<file path="src/qte_pkg.sv">
// ----------------------------------------------------------------------------
// qte_pkg
// Shared widths, fixed-point constants and the CORDIC arctangent table for
// the quaternion to Euler angle pipeline.
// ----------------------------------------------------------------------------
package qte_pkg;

  localparam int QW        = 16;   // quaternion component width, Q1.14
  localparam int PW        = 32;   // product width, Q2.28
  localparam int SW        = 35;   // exact sum width before saturation
  localparam int ARG_W     = 31;   // saturated Q2.28 argument width
  localparam int SQ_BITS   = 29;   // isqrt result bits (cosine up to 2^28)
  localparam int REM_W     = 58;   // radicand / remainder width
  localparam int XW        = 34;   // CORDIC x/y datapath width
  localparam int ZW        = 24;   // CORDIC angle accumulator, Q.20
  localparam int ANG_W     = 17;   // rounded Q2.13 angle before clamp
  localparam int ATAN_LEN  = 24;
  localparam int CORDIC_STEPS_DEF = 16;

  localparam logic signed [ZW-1:0]    HALF_PI_Q20 = 24'sd1647099;
  localparam logic signed [ANG_W-1:0] HALF_PI_Q13 = 17'sd12868;
  localparam logic signed [ANG_W-1:0] PI_Q13      = 17'sd25736;
  localparam logic signed [SW-1:0]    Q28_ONE     = 35'sd268435456;
  localparam logic signed [SW-1:0]    ARG_MAX     = 35'sd1073741823;
  localparam logic signed [SW-1:0]    ARG_MIN     = -35'sd1073741824;

  function automatic logic signed [ZW-1:0] atan_q20(input int idx);
    logic signed [ZW-1:0] v;
    case (idx)
      0:  v = 24'sd823550;
      1:  v = 24'sd486170;
      2:  v = 24'sd256879;
      3:  v = 24'sd130396;
      4:  v = 24'sd65451;
      5:  v = 24'sd32757;
      6:  v = 24'sd16383;
      7:  v = 24'sd8192;
      8:  v = 24'sd4096;
      9:  v = 24'sd2048;
      10: v = 24'sd1024;
      11: v = 24'sd512;
      12: v = 24'sd256;
      13: v = 24'sd128;
      14: v = 24'sd64;
      15: v = 24'sd32;
      16: v = 24'sd16;
      17: v = 24'sd8;
      18: v = 24'sd4;
      19: v = 24'sd2;
      20: v = 24'sd1;
      default: v = '0;
    endcase
    return v;
  endfunction

  function automatic logic signed [ARG_W-1:0] sat_arg(input logic signed [SW-1:0] v);
    logic signed [SW-1:0] t;
    if (v > ARG_MAX) begin
      t = ARG_MAX;
    end else if (v < ARG_MIN) begin
      t = ARG_MIN;
    end else begin
      t = v;
    end
    return t[ARG_W-1:0];
  endfunction

  function automatic logic signed [ANG_W-1:0] clamp_ang(input logic signed [ANG_W-1:0] v,
                                                         input logic signed [ANG_W-1:0] lim);
    logic signed [ANG_W-1:0] t;
    if (v > lim) begin
      t = lim;
    end else if (v < -lim) begin
      t = -lim;
    end else begin
      t = v;
    end
    return t;
  endfunction

endpackage

</file>
<file path="src/qte_cordic.sv">
// ----------------------------------------------------------------------------
// qte_cordic
// Pipelined vectoring CORDIC: atan2(y, x) in Q2.13 radians, unclamped.
// One quadrant pre-rotation stage, one stage per iteration, one rounding stage.
// ----------------------------------------------------------------------------
module qte_cordic #(
  parameter int STEPS = qte_pkg::CORDIC_STEPS_DEF
) (
  input  logic                                clk,
  input  logic                                rst_n,
  input  logic                                in_vld,
  input  logic signed [qte_pkg::ARG_W-1:0]    in_y,
  input  logic signed [qte_pkg::ARG_W-1:0]    in_x,
  output logic                                out_vld,
  output logic signed [qte_pkg::ANG_W-1:0]    out_angle
);
  import qte_pkg::*;

  logic                 vld_r  [0:STEPS];
  logic                 zero_r [0:STEPS];
  logic signed [XW-1:0] x_r    [0:STEPS];
  logic signed [XW-1:0] y_r    [0:STEPS];
  logic signed [ZW-1:0] z_r    [0:STEPS];
  logic                 out_vld_r;
  logic signed [ANG_W-1:0] angle_r;

  logic signed [XW-1:0] x0_nxt, y0_nxt;
  logic signed [ZW-1:0] z0_nxt;
  logic signed [XW-1:0] xe, ye;

  assign xe = XW'(in_x);
  assign ye = XW'(in_y);

  // Turn left half-plane vectors by +-pi/2 so the iterations converge
  always_comb begin
    x0_nxt = xe;
    y0_nxt = ye;
    z0_nxt = '0;
    if (in_x < 0) begin
      if (in_y >= 0) begin
        x0_nxt = ye;
        y0_nxt = -xe;
        z0_nxt = HALF_PI_Q20;
      end else begin
        x0_nxt = -ye;
        y0_nxt = xe;
        z0_nxt = -HALF_PI_Q20;
      end
    end
  end

  always_ff @(posedge clk) begin
    if (!rst_n) begin
      vld_r[0] <= 1'b0;
    end else begin
      vld_r[0] <= in_vld;
    end
    zero_r[0] <= (in_x == '0) && (in_y == '0);
    x_r[0]    <= x0_nxt;
    y_r[0]    <= y0_nxt;
    z_r[0]    <= z0_nxt;
  end

  for (genvar i = 0; i < STEPS; i++) begin : g_iter
    logic signed [XW-1:0] xs, ys;
    assign xs = x_r[i] >>> i;
    assign ys = y_r[i] >>> i;
    always_ff @(posedge clk) begin
      if (!rst_n) begin
        vld_r[i+1] <= 1'b0;
      end else begin
        vld_r[i+1] <= vld_r[i];
      end
      zero_r[i+1] <= zero_r[i];
      if (y_r[i] >= 0) begin
        x_r[i+1] <= x_r[i] + ys;
        y_r[i+1] <= y_r[i] - xs;
        z_r[i+1] <= z_r[i] + atan_q20(i);
      end else begin
        x_r[i+1] <= x_r[i] - ys;
        y_r[i+1] <= y_r[i] + xs;
        z_r[i+1] <= z_r[i] - atan_q20(i);
      end
    end
  end

  logic signed [ZW-1:0] zr;
  assign zr = (z_r[STEPS] + ZW'(64)) >>> 7;

  always_ff @(posedge clk) begin
    if (!rst_n) begin
      out_vld_r <= 1'b0;
    end else begin
      out_vld_r <= vld_r[STEPS];
    end
    angle_r <= zero_r[STEPS] ? '0 : zr[ANG_W-1:0];
  end

  assign out_vld   = out_vld_r;
  assign out_angle = angle_r;

endmodule

</file>
<file path="config.mk">
export PLATFORM = sky130hd
export DESIGN_NAME = qte_cordic
export DESIGN_NICKNAME = d
export VERILOG_FILES = /design/src/qte_pkg.sv /design/src/qte_cordic.sv
export SDC_FILE = /design/constraint.sdc
export NUM_CORES = 2
export LEC_CHECK = 0
export BUFFER_PORTS_ARGS = -buffer_cell sky130_fd_sc_hd__buf_2
export CORE_MARGIN = 1.5
export CORE_UTILIZATION = 49
export CTS_BUF_LIST = sky130_fd_sc_hd__clkbuf_8 sky130_fd_sc_hd__clkbuf_16
export DETAILED_ROUTE_END_ITERATION = 10
export PLACE_DENSITY_LB_ADDON = 0.08
export SYNTH_ARGS = -nofsm -noshare
export SYNTH_HDL_FRONTEND = slang
export SYNTH_SLANG_ARGS = --single-unit
</file>
<file path="constraint.sdc">
create_clock -name clk -period 4.5 [get_ports clk]
set_clock_uncertainty 0.2 [all_clocks]
set_input_delay 0.9 -clock clk [delete_from_list [all_inputs] [get_ports clk]]
set_output_delay 0.9 -clock clk [all_outputs]
set_load 0.02 [all_outputs]
</file>
==> results.py <==
metrics = {
    "run_status": {
        "status": "complete, but fails checks",
        "violations": "setup timing",
    },
    "routing": {
        "wl_per_cell_um": 18.4,
        "drtIter0Drc": 5612,
        "drc": 0,
        "firstDrtPassIters": 6,
        "finalWirelength_mm": 309,
        "via_per_inst": 5.60,
        "vias": 93700,
        "ant_nets": 0,
    },
    "clocking": {
        "cts_made_buffers": 163,
        "clock_latency_ns": 0.85,
        "clock-sinks": 1393,
        "h-tree-depth": 4,
        "clkTransAtPathRegs_ns": 0.06,
        "cts-root-buf": "clkbuf_16",
        "cts_tree": "yes",
        "cts_hold_buf": 0,
        "cts_buffer_depth": 3,
    },
    "sta": {
        "final_hold_viol_count": 0,
        "slew-limit-headroom_pct": 36.2,
        "max_freq_ghz": 0.200,
        "period_share_pct": 111,
        "setup_ws_ns": -0.503,
        "rsz0062_at_grt": "yes",
        "worstMarginPinSlew_ns": 0.950,
        "period_needed_ns": 5.00,
        "finalSetupViolCount": 61,
        "drv_slew": 0,
    },
    "setup_path": {
        "critPathMaxFanout": 3,
        "cp.arrival_ns": 5.55,
        "slowest_stage": "or4_4",
        "end_kind": "register",
        "worstSetupStartpointType": "register",
        "path_cells": "or3_4 -> or3b_4 -> or2_4 -> or3_4 -> or4_4 -> o41ai_4 -> xor2_1 -> ha_1 -> a21o_1 -> a21oi_2 -> nor2b_1 -> nor2_1 -> o21ai_1 -> a21o_1 -> a311o_1 -> a31o_2 -> a21oi_2 -> xnor2_1",
        "slowest_delay_ns": 0.47,
        "path_class": "reg2reg",
        "crit_required_ns": 5.05,
    },
    "global_routing": {
        "use_met1_pct": 34.4,
        "antenna_found_initial": 29,
        "grt_pass1_vias": 91900,
        "grt_pass1_wl_mm": 482,
        "globalRouteMet3Util_pct": 3.26,
        "use_met2_pct": 49.3,
        "grt_overflow_total": 0,
        "grt_max_degree": 92,
        "track_usage_pct": 27.9,
        "grt_busiest_layer": "met2",
    },
    "yosys": {
        "ys.flop_type": "dfxtp_1",
        "ys_ff_latch": 1393,
        "synth_edf_count": 0,
        "syn_avg_cell_area_sq_um": 8.43,
        "syn_inst": 12200,
        "synth_top_area_share_pct": 27.0,
        "syn-cell-area_sq_um": 103000,
        "async_reset_ff_share_pct": 0,
        "synth.distinct_cells": 90,
        "synth_area_leader_cell": "dfxtp_1",
        "synth_area_leaders": "dfxtp_1 27%, ha_1 15%, xnor2_1 9.3%",
        "yosys_warnings": 0,
        "seq_area_frac_synth_pct": 27.0,
    },
    "placed_design": {
        "post-place-ws_ns": -0.563,
        "port_buffers": 82,
        "gp_congestion": 0.982,
        "dp_hpwl_mm": 249,
    },
    "floorplan": {
        "row_count": 168,
        "core_region_area_sq_um": 209000,
        "fp.dieArea_sq_um": 213000,
        "ioPinCount": 83,
        "die_h_um": 462,
        "start_util_pct": 49.2,
        "die_x_um": 462,
    },
    "final_layout": {
        "drive_gt1_share_pct": 19.7,
        "nNetsFinal": 15200,
        "syn_to_final_growth_pct": 24.6,
    },
    "hold_path": {
        "hold_class": "in2reg",
    },
    "run": {
        "drv_cap": 0,
    },
}
-- cell usage in the layout (no fill, tap or decap), types with 213 or more instances in the layout --
master   netlist  layout
a21oi_1     1023     909
a21o_1       504     503
inv_1        621     618
o21ai_0      743     616
buf_4          0    1406
ha_1        1270    1247
nand2_1      691     649
dfxtp_1     1393    1353
nor2_1       871     839
xor2_1       637     627
nor3_1       244     213
xnor2_1     1100    1080
-- metrics by stage --
stage	TNS, ns	utilization [%]	hold WS [ns]	instances	instance area, sq um
2_1_floorplan	-0.738	-	0.110	12300	104000
3_3_place_gp	-20.52	55.6	0.110	16200	116000
3_5_place_dp	-25.83	55.6	0.112	16200	116000
4_1_cts	-8.08	59.7	0.00502	16600	125000
5_1_grt	-24.61	61.4	0.0436	16700	128000
6_report	-9.95	61.4	0.0722	16700	128000
-- critical path: cells and delay by family, from the launching register on --
family,cells,cell delay (ns)
fa+ha+maj,1,0.28
xor+xnor,2,0.37
flops,1,0.32
simple gates,7,2.07
compound gates,8,1.66
-- cells by family (layout without fill, tap and decap cells) --
logic type,after synthesis,after routing,synth area share (%)
AND/OR/NAND/NOR,3274,3274,15.9
XOR/XNOR,1737,1737,14.8
buffers and inverters,874,2484,3.19
adder cells (fa/ha/maj),1318,1318,16.3
multiplexers,29,29,0.282
flip-flops,1393,1393,27.0
other,1,96,0.00364
AO/OA/AOI/OAI,3597,3597,22.5
-- final timing paths --
kind | from | endpoint | slack [ns] | cells after the start
setup / recovery | x_r[2][7] | y_r[3][33] | -0.50 | 18
hold / removal | in_vld | vld_r[0] | 0.07 | 2
setup reg to reg | x_r[2][7] | y_r[3][33] | -0.50 | 18
hold reg to reg | z_r[1][0] | z_r[2][0] | 0.12 | 0
-- flip-flops by register name, summed over array words and instances, names as in the netlist --
signal     flops
vld_r         17
out_angle     17
x_r          496
y_r          510
zero_r        17
z_r          335
out_vld        1
-- cell type report --
cell class	instances	area (sq um)
clock buffer	199	4570
fill	18500	80900
inverter	623	2350
tap	2805	3510
clock inverter	104	1380
multi-input combinational	10000	76900
timing repair buffer	1558	11800
antenna	15	37.5
sequential	1393	27900
-- synth_stat cells, types with 75 or more instances --
cell	instances
nor3_1	244
a21oi_1	1023
and3_1	133
nand2_1	691
o21a_1	159
dfxtp_1	1393
a211oi_1	105
o211ai_1	78
nor2b_1	207
or4_1	111
a31oi_1	85
nand2b_1	206
inv_1	621
o31ai_1	240
nand3_1	215
or3_1	172
o21ai_0	743
clkbuf_1	215
o41ai_1	115
nor2_1	871
o21bai_1	145
and2_1	75
nand4_1	97
ha_1	1270
xnor2_1	1100
xor2_1	637
a21o_1	504
nor4_1	77
-- metal layers --
| metal | share of wire (%) | wire length (um) | vias to the layer above |
|---|---|---|---|
| li1 | - | - | 47100 |
| met1 | 44 | 135000 | 44200 |
| met2 | 48 | 148000 | 1911 |
| met3 | 4.4 | 13500 | 581 |
| met4 | 4.0 | 12200 | 10 |
| met5 | 0.022 | 69 | - |
-- repair_timing --
item	in CTS	in global routing
gates resized for setup	477	640
setup endpoints to repair	186	245
hold endpoints to repair	0	0
setup buffers	99	105
pin swaps	227	454
Power is not shown: default switching activity piles up to over one toggle a cycle in this logic, so the estimate is an artifact.
